**config.mk**
```make
export PLATFORM = sky130hd
export DESIGN_NAME = hall_sector_speed_estimator_core
export DESIGN_NICKNAME = d
export VERILOG_FILES = /design/src/sv/hsse_pkg.sv /design/src/sv/hsse_front.sv /design/src/sv/hsse_queue.sv /design/src/sv/hsse_back.sv /design/src/sv/hall_sector_speed_estimator_core.sv
export SDC_FILE = /design/constraint.sdc
export NUM_CORES = 2
export LEC_CHECK = 0
export BUFFER_PORTS_ARGS = -buffer_cell sky130_fd_sc_hd__buf_2
export CAP_MARGIN = 20
export CORE_MARGIN = 10
export CORE_UTILIZATION = 55
export CTS_BUF_LIST = sky130_fd_sc_hd__clkbuf_2 sky130_fd_sc_hd__clkbuf_4 sky130_fd_sc_hd__clkbuf_8
export DETAILED_ROUTE_END_ITERATION = 10
export GPL_ROUTABILITY_DRIVEN = 0
export PLACE_DENSITY = 0.81
export SETUP_SLACK_MARGIN = 0.4
export SYNTH_ARGS = -nofsm -noshare
export SYNTH_HDL_FRONTEND = slang
export SYNTH_SLANG_ARGS = --single-unit
```
**constraint.sdc**
```tcl
create_clock -name aclk -period 12.8 [get_ports aclk]
set_clock_uncertainty 0.1 [all_clocks]
set_input_delay 3.2 -clock aclk [delete_from_list [all_inputs] [get_ports aclk]]
set_output_delay 3.2 -clock aclk [all_outputs]
set_load 0.02 [all_outputs]
```
**src/sv/hsse_pkg.sv**
```systemverilog
package hsse_pkg;

    // Period history.
    localparam int HISTORY_DEPTH = 8;
    localparam int PERIOD_WIDTH  = 32;
    localparam int HEAD_W        = (HISTORY_DEPTH > 1) ? $clog2(HISTORY_DEPTH) : 1;
    localparam int COUNT_W       = $clog2(HISTORY_DEPTH + 1);
    localparam int SUM_W         = PERIOD_WIDTH + HEAD_W;

    // Register file.
    localparam int REG_W   = 32;
    localparam int CFG_IDX_W = 2;
    localparam logic [CFG_IDX_W-1:0] REG_SPEED_GAIN      = 2'd0;
    localparam logic [CFG_IDX_W-1:0] REG_ANGLE_STEP_GAIN = 2'd1;
    localparam logic [CFG_IDX_W-1:0] REG_RPM_SCALE       = 2'd2;
    localparam logic [REG_W-1:0] SPEED_GAIN_RST      = 32'd65536;
    localparam logic [REG_W-1:0] ANGLE_STEP_GAIN_RST = 32'd65536;
    localparam logic [REG_W-1:0] RPM_SCALE_RST       = 32'd625899;

    // Divider and scaling.
    localparam int NUM_W     = COUNT_W + REG_W;
    localparam int DIV_STEPS = NUM_W;
    localparam int STEP_W    = $clog2(DIV_STEPS);
    localparam int MAG_W     = 31;
    localparam int PROD_W    = MAG_W + REG_W;
    localparam int FRAC_W    = 16;
    localparam logic [MAG_W-1:0] MAG_MAX = 31'h7FFF_FFFF;

    // Queue between the front and back halves.
    localparam int QUEUE_DEPTH = 2;
    localparam int QPTR_W      = (QUEUE_DEPTH > 1) ? $clog2(QUEUE_DEPTH) : 1;
    localparam int QCNT_W      = $clog2(QUEUE_DEPTH + 1);

    localparam logic [2:0] SECTOR_NONE = 3'd6;
    localparam logic [2:0] SECTOR_LAST = 3'd5;

    typedef enum logic [1:0] {
        MOVE_SAME  = 2'd0,
        MOVE_FWD   = 2'd1,
        MOVE_BACK  = 2'd2,
        MOVE_WRONG = 2'd3
    } move_t;

    typedef enum logic [1:0] {
        DIR_FWD  = 2'd0,
        DIR_REV  = 2'd1,
        DIR_HELD = 2'd2
    } dir_t;

    typedef enum logic [1:0] {
        BK_IDLE   = 2'd0,
        BK_DIVIDE = 2'd1,
        BK_SCALE  = 2'd2,
        BK_FINISH = 2'd3
    } back_state_t;

    typedef struct packed {
        logic        kind;
        logic [2:0]  hall_bits;
        logic [31:0] edge_period;
    } in_item_t;

    typedef struct packed {
        logic [2:0]         sector;
        logic [1:0]         move_class;
        logic [1:0]         wrong_count;
        logic               speed_valid;
        logic signed [31:0] omega;
        logic signed [31:0] rpm;
        logic signed [31:0] angle_step;
    } out_item_t;

    typedef struct packed {
        logic               stop;
        logic [2:0]         sector;
        move_t              move_class;
        logic [1:0]         wrong_count;
        dir_t               dir;
        logic [COUNT_W-1:0] ring_count;
        logic [SUM_W-1:0]   period_sum;
    } job_t;

    function automatic logic [2:0] sector_of_code(input logic [2:0] code);
        logic [2:0] s;
        unique case (code)
            3'd1:    s = 3'd4;
            3'd2:    s = 3'd2;
            3'd3:    s = 3'd3;
            3'd4:    s = 3'd0;
            3'd5:    s = 3'd5;
            3'd6:    s = 3'd1;
            default: s = SECTOR_NONE;
        endcase
        return s;
    endfunction

    function automatic logic [31:0] signed_word(input logic [MAG_W-1:0] mag,
                                                input logic neg);
        logic [31:0] w;
        w = {1'b0, mag};
        return neg ? (32'd0 - w) : w;
    endfunction

endpackage

```
**src/sv/hsse_front.sv**
```systemverilog
module hsse_front (
    input  logic              aclk,
    input  logic              aresetn,
    input  logic              s_valid,
    output logic              s_ready,
    input  hsse_pkg::in_item_t s_data,
    output logic              job_valid,
    input  logic              job_ready,
    output hsse_pkg::job_t    job
);

    logic [2:0]                   prev_sector_reg, prev_sector_next;
    logic [1:0]                   wrong_reg, wrong_next;
    logic [hsse_pkg::HEAD_W-1:0]  head_reg, head_next;
    logic [hsse_pkg::COUNT_W-1:0] count_reg, count_next;
    logic [hsse_pkg::SUM_W-1:0]   sum_reg, sum_next;
    logic [hsse_pkg::PERIOD_WIDTH-1:0] ring_reg [hsse_pkg::HISTORY_DEPTH];

    logic                   accept;
    logic [2:0]             sector_dec;
    logic [2:0]             fwd_sector;
    logic [2:0]             back_sector;
    logic                   both_ok;
    hsse_pkg::move_t        move;
    hsse_pkg::dir_t         dir;
    logic                   push;
    logic                   full;
    logic [hsse_pkg::PERIOD_WIDTH-1:0] period;
    logic [hsse_pkg::SUM_W-1:0] drop;

    assign s_ready   = job_ready;
    assign job_valid = s_valid;
    assign accept    = s_valid && job_ready;

    assign period      = s_data.edge_period[hsse_pkg::PERIOD_WIDTH-1:0];
    assign sector_dec  = hsse_pkg::sector_of_code(s_data.hall_bits);
    assign fwd_sector  = (prev_sector_reg == hsse_pkg::SECTOR_LAST) ? 3'd0
                                                                     : prev_sector_reg + 3'd1;
    assign back_sector = (prev_sector_reg == 3'd0) ? hsse_pkg::SECTOR_LAST
                                                   : prev_sector_reg - 3'd1;
    assign both_ok     = (sector_dec != hsse_pkg::SECTOR_NONE) &&
                         (prev_sector_reg != hsse_pkg::SECTOR_NONE);

    always_comb begin
        priority if (both_ok && sector_dec == prev_sector_reg) begin
            move = hsse_pkg::MOVE_SAME;
            dir  = hsse_pkg::DIR_HELD;
        end else if (both_ok && sector_dec == fwd_sector) begin
            move = hsse_pkg::MOVE_FWD;
            dir  = hsse_pkg::DIR_FWD;
        end else if (both_ok && sector_dec == back_sector) begin
            move = hsse_pkg::MOVE_BACK;
            dir  = hsse_pkg::DIR_REV;
        end else begin
            move = hsse_pkg::MOVE_WRONG;
            dir  = hsse_pkg::DIR_FWD;
        end
    end

    assign push = !s_data.kind &&
                  (move == hsse_pkg::MOVE_FWD || move == hsse_pkg::MOVE_BACK);
    assign full = (count_reg == hsse_pkg::COUNT_W'(hsse_pkg::HISTORY_DEPTH));
    // Once the ring is full, the slot at the head holds the oldest period.
    assign drop = full ? hsse_pkg::SUM_W'(ring_reg[head_reg]) : '0;

    always_comb begin
        prev_sector_next = prev_sector_reg;
        wrong_next       = wrong_reg;
        head_next        = head_reg;
        count_next       = count_reg;
        sum_next         = sum_reg;
        if (s_data.kind) begin
            head_next  = '0;
            count_next = '0;
            sum_next   = '0;
        end else begin
            prev_sector_next = sector_dec;
            if (move == hsse_pkg::MOVE_WRONG) begin
                if (wrong_reg != 2'd3) begin
                    wrong_next = wrong_reg + 2'd1;
                end
            end else if (push) begin
                wrong_next = 2'd0;
            end
            if (push) begin
                sum_next   = sum_reg - drop + hsse_pkg::SUM_W'(period);
                count_next = full ? count_reg : count_reg + 1'b1;
                head_next  = (head_reg == hsse_pkg::HEAD_W'(hsse_pkg::HISTORY_DEPTH - 1))
                             ? '0 : head_reg + 1'b1;
            end
        end
    end

    always_comb begin
        job.stop        = s_data.kind;
        job.sector      = s_data.kind ? prev_sector_reg : sector_dec;
        job.move_class  = s_data.kind ? hsse_pkg::MOVE_SAME : move;
        job.wrong_count = wrong_next;
        job.dir         = dir;
        job.ring_count  = count_next;
        job.period_sum  = sum_next;
    end

    always_ff @(posedge aclk) begin
        if (!aresetn) begin
            prev_sector_reg <= hsse_pkg::SECTOR_NONE;
            wrong_reg       <= '0;
            head_reg        <= '0;
            count_reg       <= '0;
            sum_reg         <= '0;
        end else if (accept) begin
            prev_sector_reg <= prev_sector_next;
            wrong_reg       <= wrong_next;
            head_reg        <= head_next;
            count_reg       <= count_next;
            sum_reg         <= sum_next;
        end
    end

    // Slots are only read back after being written since the last clear.
    always_ff @(posedge aclk) begin
        if (accept && push) begin
            ring_reg[head_reg] <= period;
        end
    end

endmodule

```
**src/sv/hsse_queue.sv**
```systemverilog
module hsse_queue (
    input  logic           aclk,
    input  logic           aresetn,
    input  logic           in_valid,
    output logic           in_ready,
    input  hsse_pkg::job_t in_job,
    output logic           out_valid,
    input  logic           out_ready,
    output hsse_pkg::job_t out_job
);

    hsse_pkg::job_t              slot_reg [hsse_pkg::QUEUE_DEPTH];
    logic [hsse_pkg::QPTR_W-1:0] wr_ptr_reg, wr_ptr_next;
    logic [hsse_pkg::QPTR_W-1:0] rd_ptr_reg, rd_ptr_next;
    logic [hsse_pkg::QCNT_W-1:0] fill_reg, fill_next;
    logic                        wr_en;
    logic                        rd_en;

    assign in_ready  = (fill_reg != hsse_pkg::QCNT_W'(hsse_pkg::QUEUE_DEPTH));
    assign out_valid = (fill_reg != '0);
    assign out_job   = slot_reg[rd_ptr_reg];
    assign wr_en     = in_valid && in_ready;
    assign rd_en     = out_valid && out_ready;

    always_comb begin
        wr_ptr_next = wr_ptr_reg;
        rd_ptr_next = rd_ptr_reg;
        fill_next   = fill_reg;
        if (wr_en) begin
            wr_ptr_next = (wr_ptr_reg == hsse_pkg::QPTR_W'(hsse_pkg::QUEUE_DEPTH - 1))
                          ? '0 : wr_ptr_reg + 1'b1;
        end
        if (rd_en) begin
            rd_ptr_next = (rd_ptr_reg == hsse_pkg::QPTR_W'(hsse_pkg::QUEUE_DEPTH - 1))
                          ? '0 : rd_ptr_reg + 1'b1;
        end
        if (wr_en && !rd_en) begin
            fill_next = fill_reg + 1'b1;
        end else if (rd_en && !wr_en) begin
            fill_next = fill_reg - 1'b1;
        end
    end

    always_ff @(posedge aclk) begin
        if (!aresetn) begin
            wr_ptr_reg <= '0;
            rd_ptr_reg <= '0;
            fill_reg   <= '0;
        end else begin
            wr_ptr_reg <= wr_ptr_next;
            rd_ptr_reg <= rd_ptr_next;
            fill_reg   <= fill_next;
        end
    end

    always_ff @(posedge aclk) begin
        if (wr_en) begin
            slot_reg[wr_ptr_reg] <= in_job;
        end
    end

endmodule

```
**src/sv/hsse_back.sv**
```systemverilog
module hsse_back (
    input  logic                             aclk,
    input  logic                             aresetn,
    input  logic                             cfg_we,
    input  logic [hsse_pkg::CFG_IDX_W-1:0]   cfg_index,
    input  logic [hsse_pkg::REG_W-1:0]       cfg_wdata,
    input  logic                             q_valid,
    output logic                             q_ready,
    input  hsse_pkg::job_t                   q_job,
    output logic                             m_valid,
    input  logic                             m_ready,
    output hsse_pkg::out_item_t              m_data
);

    hsse_pkg::back_state_t state_reg, state_next;

    logic [hsse_pkg::REG_W-1:0] speed_gain_reg;
    logic [hsse_pkg::REG_W-1:0] angle_gain_reg;
    logic [hsse_pkg::REG_W-1:0] rpm_scale_reg;

    hsse_pkg::job_t              job_reg;
    logic [hsse_pkg::NUM_W-1:0]  num_om_reg, num_om_next;
    logic [hsse_pkg::NUM_W-1:0]  num_am_reg, num_am_next;
    logic [hsse_pkg::SUM_W-1:0]  rem_om_reg, rem_om_next;
    logic [hsse_pkg::SUM_W-1:0]  rem_am_reg, rem_am_next;
    logic [hsse_pkg::STEP_W-1:0] step_cnt_reg;
    logic [hsse_pkg::PROD_W-1:0] prod_reg;

    logic [31:0] omega_hold_reg, omega_hold_next;
    logic [31:0] rpm_hold_reg, rpm_hold_next;
    logic [31:0] angle_hold_reg, angle_hold_next;

    logic                out_valid_reg;
    hsse_pkg::out_item_t out_data_reg, out_data_next;

    logic pop;
    logic dividing;
    logic scaling;
    logic finish_fire;
    logic no_divide;

    logic [hsse_pkg::MAG_W-1:0]              om_sat;
    logic [hsse_pkg::MAG_W-1:0]              am_sat;
    logic [hsse_pkg::MAG_W-1:0]              rm_sat;
    logic [hsse_pkg::PROD_W-hsse_pkg::FRAC_W-1:0] rm_wide;
    logic                                    reverse;
    logic                                    calc_valid;

    assign no_divide = q_job.stop || (q_job.period_sum == '0);

    // Next-state logic.
    always_comb begin
        state_next = state_reg;
        unique case (state_reg)
            hsse_pkg::BK_IDLE: begin
                if (q_valid) begin
                    state_next = no_divide ? hsse_pkg::BK_FINISH : hsse_pkg::BK_DIVIDE;
                end
            end
            hsse_pkg::BK_DIVIDE: begin
                if (step_cnt_reg == '0) begin
                    state_next = hsse_pkg::BK_SCALE;
                end
            end
            hsse_pkg::BK_SCALE: begin
                state_next = hsse_pkg::BK_FINISH;
            end
            hsse_pkg::BK_FINISH: begin
                if (!out_valid_reg || m_ready) begin
                    state_next = hsse_pkg::BK_IDLE;
                end
            end
            default: state_next = hsse_pkg::BK_IDLE;
        endcase
    end

    // Control outputs of the sequencer.
    always_comb begin
        pop         = 1'b0;
        dividing    = 1'b0;
        scaling     = 1'b0;
        finish_fire = 1'b0;
        unique case (state_reg)
            hsse_pkg::BK_IDLE:   pop         = q_valid;
            hsse_pkg::BK_DIVIDE: dividing    = 1'b1;
            hsse_pkg::BK_SCALE:  scaling     = 1'b1;
            hsse_pkg::BK_FINISH: finish_fire = !out_valid_reg || m_ready;
            default: ;
        endcase
    end

    assign q_ready = pop;

    // One restoring division step for both quotients; the numerator shifts
    // out at the top while quotient bits shift in at the bottom.
    always_comb begin
        logic [hsse_pkg::SUM_W:0] trial_om;
        logic [hsse_pkg::SUM_W:0] trial_am;
        logic [hsse_pkg::SUM_W:0] divisor;
        logic                     ge_om;
        logic                     ge_am;
        divisor  = {1'b0, job_reg.period_sum};
        trial_om = {rem_om_reg, num_om_reg[hsse_pkg::NUM_W-1]};
        trial_am = {rem_am_reg, num_am_reg[hsse_pkg::NUM_W-1]};
        ge_om    = (trial_om >= divisor);
        ge_am    = (trial_am >= divisor);
        rem_om_next = ge_om ? hsse_pkg::SUM_W'(trial_om - divisor)
                            : trial_om[hsse_pkg::SUM_W-1:0];
        rem_am_next = ge_am ? hsse_pkg::SUM_W'(trial_am - divisor)
                            : trial_am[hsse_pkg::SUM_W-1:0];
        num_om_next = {num_om_reg[hsse_pkg::NUM_W-2:0], ge_om};
        num_am_next = {num_am_reg[hsse_pkg::NUM_W-2:0], ge_am};
    end

    assign om_sat = (num_om_reg > hsse_pkg::NUM_W'(hsse_pkg::MAG_MAX))
                    ? hsse_pkg::MAG_MAX : num_om_reg[hsse_pkg::MAG_W-1:0];
    assign am_sat = (num_am_reg > hsse_pkg::NUM_W'(hsse_pkg::MAG_MAX))
                    ? hsse_pkg::MAG_MAX : num_am_reg[hsse_pkg::MAG_W-1:0];
    assign rm_wide = prod_reg[hsse_pkg::PROD_W-1:hsse_pkg::FRAC_W];
    assign rm_sat  = (rm_wide > (hsse_pkg::PROD_W - hsse_pkg::FRAC_W)'(hsse_pkg::MAG_MAX))
                     ? hsse_pkg::MAG_MAX : rm_wide[hsse_pkg::MAG_W-1:0];

    // A same-sector move keeps the direction of the speed shown last.
    always_comb begin
        unique case (job_reg.dir)
            hsse_pkg::DIR_REV:  reverse = 1'b1;
            hsse_pkg::DIR_HELD: reverse = omega_hold_reg[31];
            default:            reverse = 1'b0;
        endcase
    end

    assign calc_valid = !job_reg.stop && (job_reg.period_sum != '0);

    always_comb begin
        omega_hold_next = omega_hold_reg;
        rpm_hold_next   = rpm_hold_reg;
        angle_hold_next = angle_hold_reg;
        if (job_reg.stop) begin
            omega_hold_next = '0;
            rpm_hold_next   = '0;
        end else if (calc_valid) begin
            omega_hold_next = hsse_pkg::signed_word(om_sat, reverse);
            rpm_hold_next   = hsse_pkg::signed_word(rm_sat, reverse);
            angle_hold_next = hsse_pkg::signed_word(am_sat,
                                                    reverse && (num_om_reg != '0));
        end
        out_data_next.sector      = job_reg.sector;
        out_data_next.move_class  = job_reg.move_class;
        out_data_next.wrong_count = job_reg.wrong_count;
        out_data_next.speed_valid = calc_valid;
        out_data_next.omega       = omega_hold_next;
        out_data_next.rpm         = rpm_hold_next;
        out_data_next.angle_step  = angle_hold_next;
    end

    always_ff @(posedge aclk) begin
        if (!aresetn) begin
            state_reg      <= hsse_pkg::BK_IDLE;
            out_valid_reg  <= 1'b0;
            speed_gain_reg <= hsse_pkg::SPEED_GAIN_RST;
            angle_gain_reg <= hsse_pkg::ANGLE_STEP_GAIN_RST;
            rpm_scale_reg  <= hsse_pkg::RPM_SCALE_RST;
            omega_hold_reg <= '0;
            rpm_hold_reg   <= '0;
            angle_hold_reg <= '0;
        end else begin
            state_reg <= state_next;
            if (finish_fire) begin
                out_valid_reg  <= 1'b1;
                omega_hold_reg <= omega_hold_next;
                rpm_hold_reg   <= rpm_hold_next;
                angle_hold_reg <= angle_hold_next;
            end else if (m_ready) begin
                out_valid_reg <= 1'b0;
            end
            if (cfg_we) begin
                unique case (cfg_index)
                    hsse_pkg::REG_SPEED_GAIN:      speed_gain_reg <= cfg_wdata;
                    hsse_pkg::REG_ANGLE_STEP_GAIN: angle_gain_reg <= cfg_wdata;
                    hsse_pkg::REG_RPM_SCALE:       rpm_scale_reg  <= cfg_wdata;
                    default: ;
                endcase
            end
        end
    end

    always_ff @(posedge aclk) begin
        if (pop) begin
            job_reg      <= q_job;
            num_om_reg   <= hsse_pkg::NUM_W'(q_job.ring_count) *
                            hsse_pkg::NUM_W'(speed_gain_reg);
            num_am_reg   <= hsse_pkg::NUM_W'(q_job.ring_count) *
                            hsse_pkg::NUM_W'(angle_gain_reg);
            rem_om_reg   <= '0;
            rem_am_reg   <= '0;
            step_cnt_reg <= hsse_pkg::STEP_W'(hsse_pkg::DIV_STEPS - 1);
        end else if (dividing) begin
            num_om_reg   <= num_om_next;
            num_am_reg   <= num_am_next;
            rem_om_reg   <= rem_om_next;
            rem_am_reg   <= rem_am_next;
            step_cnt_reg <= step_cnt_reg - 1'b1;
        end
        if (scaling) begin
            prod_reg <= hsse_pkg::PROD_W'(om_sat) * hsse_pkg::PROD_W'(rpm_scale_reg);
        end
        if (finish_fire) begin
            out_data_reg <= out_data_next;
        end
    end

    assign m_valid = out_valid_reg;
    assign m_data  = out_data_reg;

endmodule

```
**src/sv/hall_sector_speed_estimator_core.sv**
```systemverilog
// Hall sector speed estimator.
// Input channel (s_valid/s_ready/s_data): one word per Hall edge or stop event.
// Result channel (m_valid/m_ready/m_data): exactly one word per input word, in order.
// Configuration: a write on cfg_we loads register cfg_index (0 speed gain,
// 1 angle step gain, 2 rpm scale); index 3 is ignored. Write only while idle.
// The front half decodes and classifies each word in the cycle it is accepted and
// updates the period ring and its running sum. A two-word queue hands the work to
// the back half, which runs two 36-step radix-2 dividers side by side, one
// multiply for rpm, and a final state that loads the output register.
// A stop event or an empty period sum skips the division and the multiply.
// The back half takes a new word from the queue only when it is idle, so it works
// on one word at a time.
// When m_ready is low the finished word waits in the output register, the back half
// waits behind it and the queue keeps taking words until it holds two.
// Synchronous reset (aresetn low) restores the register defaults, marks the
// previous sector invalid, empties the ring and the queue and clears held speeds.
module hall_sector_speed_estimator_core (
    input  logic                            aclk,
    input  logic                            aresetn,
    input  logic                            s_valid,
    output logic                            s_ready,
    input  hsse_pkg::in_item_t              s_data,
    output logic                            m_valid,
    input  logic                            m_ready,
    output hsse_pkg::out_item_t             m_data,
    input  logic                            cfg_we,
    input  logic [hsse_pkg::CFG_IDX_W-1:0]  cfg_index,
    input  logic [hsse_pkg::REG_W-1:0]      cfg_wdata
);

    logic           push_valid;
    logic           push_ready;
    hsse_pkg::job_t push_job;
    logic           pop_valid;
    logic           pop_ready;
    hsse_pkg::job_t pop_job;

    hsse_front u_front (
        .aclk      (aclk),
        .aresetn   (aresetn),
        .s_valid   (s_valid),
        .s_ready   (s_ready),
        .s_data    (s_data),
        .job_valid (push_valid),
        .job_ready (push_ready),
        .job       (push_job)
    );

    hsse_queue u_queue (
        .aclk      (aclk),
        .aresetn   (aresetn),
        .in_valid  (push_valid),
        .in_ready  (push_ready),
        .in_job    (push_job),
        .out_valid (pop_valid),
        .out_ready (pop_ready),
        .out_job   (pop_job)
    );

    hsse_back u_back (
        .aclk      (aclk),
        .aresetn   (aresetn),
        .cfg_we    (cfg_we),
        .cfg_index (cfg_index),
        .cfg_wdata (cfg_wdata),
        .q_valid   (pop_valid),
        .q_ready   (pop_ready),
        .q_job     (pop_job),
        .m_valid   (m_valid),
        .m_ready   (m_ready),
        .m_data    (m_data)
    );

endmodule
```
==> run summary <==
Iter 0 DRT Violations: 6480
Synth Area in Adders: 30.9%
Total Neg Setup Slack: 0 ps
Yosys top cell area share: 24.1%
R2R setup slack: 1980 ps
Root Buffer: clkbuf_8
total wire length: 231 mm
DRC: 0
Clock Sinks: 948
P&R area growth vs syn: 7.45%
Max Clk Rate: 0.0924 GHz
Die H: 412 um
synthesis-stage register bit count: 948
Avg Cell Area, Syn: 9.65 um2
Syn. warnings: 0
crit-path max FO: 38
syn nets: 10303
largest net degree at the start of global routing: 92
Initial Util: 55.5%
CP Class: reg -> reg
num rows: 143
status: complete, no violations
Synth area leader: fa_1
minimum clock period: 10820 ps
vias per inst: 5.95
Synth cell types: 91
WP data arrival: 11310 ps
area of the core: 0.152 mm2
crit end category: flip-flop
Final Cycle Share: 84.5%
largest family of logic cells by synthesized area: adder cells
first-pass GRT wire length: 364 mm
Hold WC Path Type: reg -> reg
initial antenna violation count: 29
Overflow after GRT: 0
DP HPWL: 170 mm
# Post-CTS Setup Buffers: 0
Main synth FF type: edfxtp_1
post-route ant nets: 0
full die area: 0.170 mm2
CTS Hold Bufs: 0
Hold Path Origin: u_back.job_reg[45]
CP startpoint: u_back.num_om_reg[34]
die span in x: 412 um
hold depth: 0
clock buffer count from CTS: 160
CTS clock-pin slew for the worst setup and hold paths: 60 ps
WP data required: 13290 ps
share of cells above drive strength 1: 8.87%
total track usage: 27.0%
main area contributors after synthesis: fa_1, edfxtp_1, dfxtp_1, ha_1, nand2_1
Detailed Routing Iterations Pass 1: 7
area share of xor/xnor cells in the synthesized design: 2.54%
number of global-route vias before repair: 66758
Hold EP: u_back.m_data[101]
post-DR wirelength/cell: 21.2 um
slew at the pin closest to its max-slew limit: 1240 ps
Ports: 181
Max-Cap Viols: 0
Mapped Cells: 8752
Synth Area in Compound Gates: 9.89%
Clock Path Buffers: 3
Hold Vio Cnt, Final: 0
reg2reg start: u_back.num_om_reg[34]
mux cell area share after synthesis: 3.18%
Worst R2R Path Depth: 25
Worst-Skew Late Latency: 910 ps
Mapped Area: 0.0845 mm2
async set-reset flop share out of synthesis: 0%
post-synthesis sequential area ratio: 29.8%
number of flip-flops in the largest register: 256
final setup fails: 0
Slew HR: 15.2%
# nets final: 10263
RSZ-0062 raised after global routing: false
simple-gate portion of the synthesized area: 16.2%
number of flops mapped to enable cells by yosys: 622
via count: 64869
TritonCTS clock tree: built
Port Buffer Count: 180
post-cts sizing count: 0
H-tree depth: 4
startpoint types: flip-flop
Max Transition Viols Final: 0
RR Endpoint: u_back.prod_reg[62]
## cells by family after synthesis
family                   after synthesis
AND/OR/NAND/NOR                     2908
XOR/XNOR                             244
AO/OA/AOI/OAI                       1335
flip-flops                           948
multiplexers                         182
buffers and inverters               1659
adder cells (fa/ha/maj)             1476
## Yosys cell counts, drive strengths merged (103+ instances only)
cell type     n
a21o        134
a21oi       430
and2        506
clkbuf      462
dfxtp       326
edfxtp      622
fa         1019
ha          457
inv        1154
nand2      1383
nor2        390
nor2b       151
o21ai       342
xnor2       141
xor2        103
## layout by cell type, fill, tap and decap left out, drive strengths merged, types with 18 or more instances in the layout
cell	synthesis	layout
a31oi	50	50
mux2	53	53
mux2i	65	65
o311a	22	22
inv	1154	1167
buf	40	300
nor2b	151	151
or3	51	51
a21o	134	134
o21bai	30	30
nand2b	37	37
edfxtp	622	622
a21oi	430	430
clkbuf	462	211
xnor2	141	141
nand2	1383	1383
a22oi	22	22
fa	1019	1019
nand3	89	89
or2	20	20
a22o	29	29
nor3	88	88
and2	506	506
mux4	64	64
o21a	37	37
nor3b	18	18
nor4	53	53
a211oi	60	60
ha	457	457
dfxtp	326	326
o21ai	342	342
nand4	38	38
xor2	103	103
clkinv	3	57
o31ai	20	20
and3	24	24
nor2	390	390
## cell type report
cell class	instances	area [um2]
antenna	14	35.0
clock buffer	211	2670
clock inverter	89	888
fill	12104	61500
inverter	1157	4360
multi-input combinational	6145	53200
sequential	948	25200
tap	2030	2540
timing repair buffer	300	1920
## worst max-delay path by stage
stage | to | slack, ps | cells past startpoint
2_1_floorplan | u_front.ring_reg[0][0] | 3440 | 15
3_3_place_gp | u_back.prod_reg[62] | 2630 | 26
3_5_place_dp | u_back.prod_reg[62] | 2350 | 25
4_1_cts | u_back.prod_reg[62] | 2260 | 25
5_1_grt | u_back.prod_reg[62] | 1610 | 25
6_report | u_back.prod_reg[62] | 1980 | 25
## through the flow
step / cells / hold slack (ps) / instance area [um2] / setup WS, ps / utilization (%)
3_3_place_gp: 10572 / 305 / 87000 / 2630 / 57.1
6_report: 10894 / 318 / 90800 / 1980 / 59.6
4_1_cts: 10875 / 310 / 90600 / 2260 / 59.5
3_5_place_dp: 10575 / 318 / 87100 / 2350 / 57.2
5_1_grt: 10885 / 310 / 90800 / 1610 / 59.6
2_1_floorplan: 8752 / 300 / 84500 / 3440 / -
## worst max-delay path, stage by stage (launching register included)
cell and delay, ps:
edfxtp_1 380, or4_1 1020, or3_1 900, buf_4 390, and2_1 200, fa_1 530, inv_1 50, fa_1 530
inv_1 60, fa_1 500, inv_1 60, fa_1 570, inv_1 60, fa_1 520, fa_1 440, fa_1 510
fa_1 410, ha_1 460, nand3_1 180, nor4_1 490, o21ai_0 420, and3b_1 380, o31ai_1 480, a221oi_1 250
o41ai_1 500, xnor2_1 110
## metal layers
layer  part of all wire (%)  global-route usage [%]
met5                  0.077                       0
met3                     11                    7.18
met2                     45                    42.5
met4                    5.8                    14.4
met1                     38                    33.9
Power is left out: the tool's default activity adds up to more than one toggle a clock period on the data nets, which glitch-free logic cannot reach.
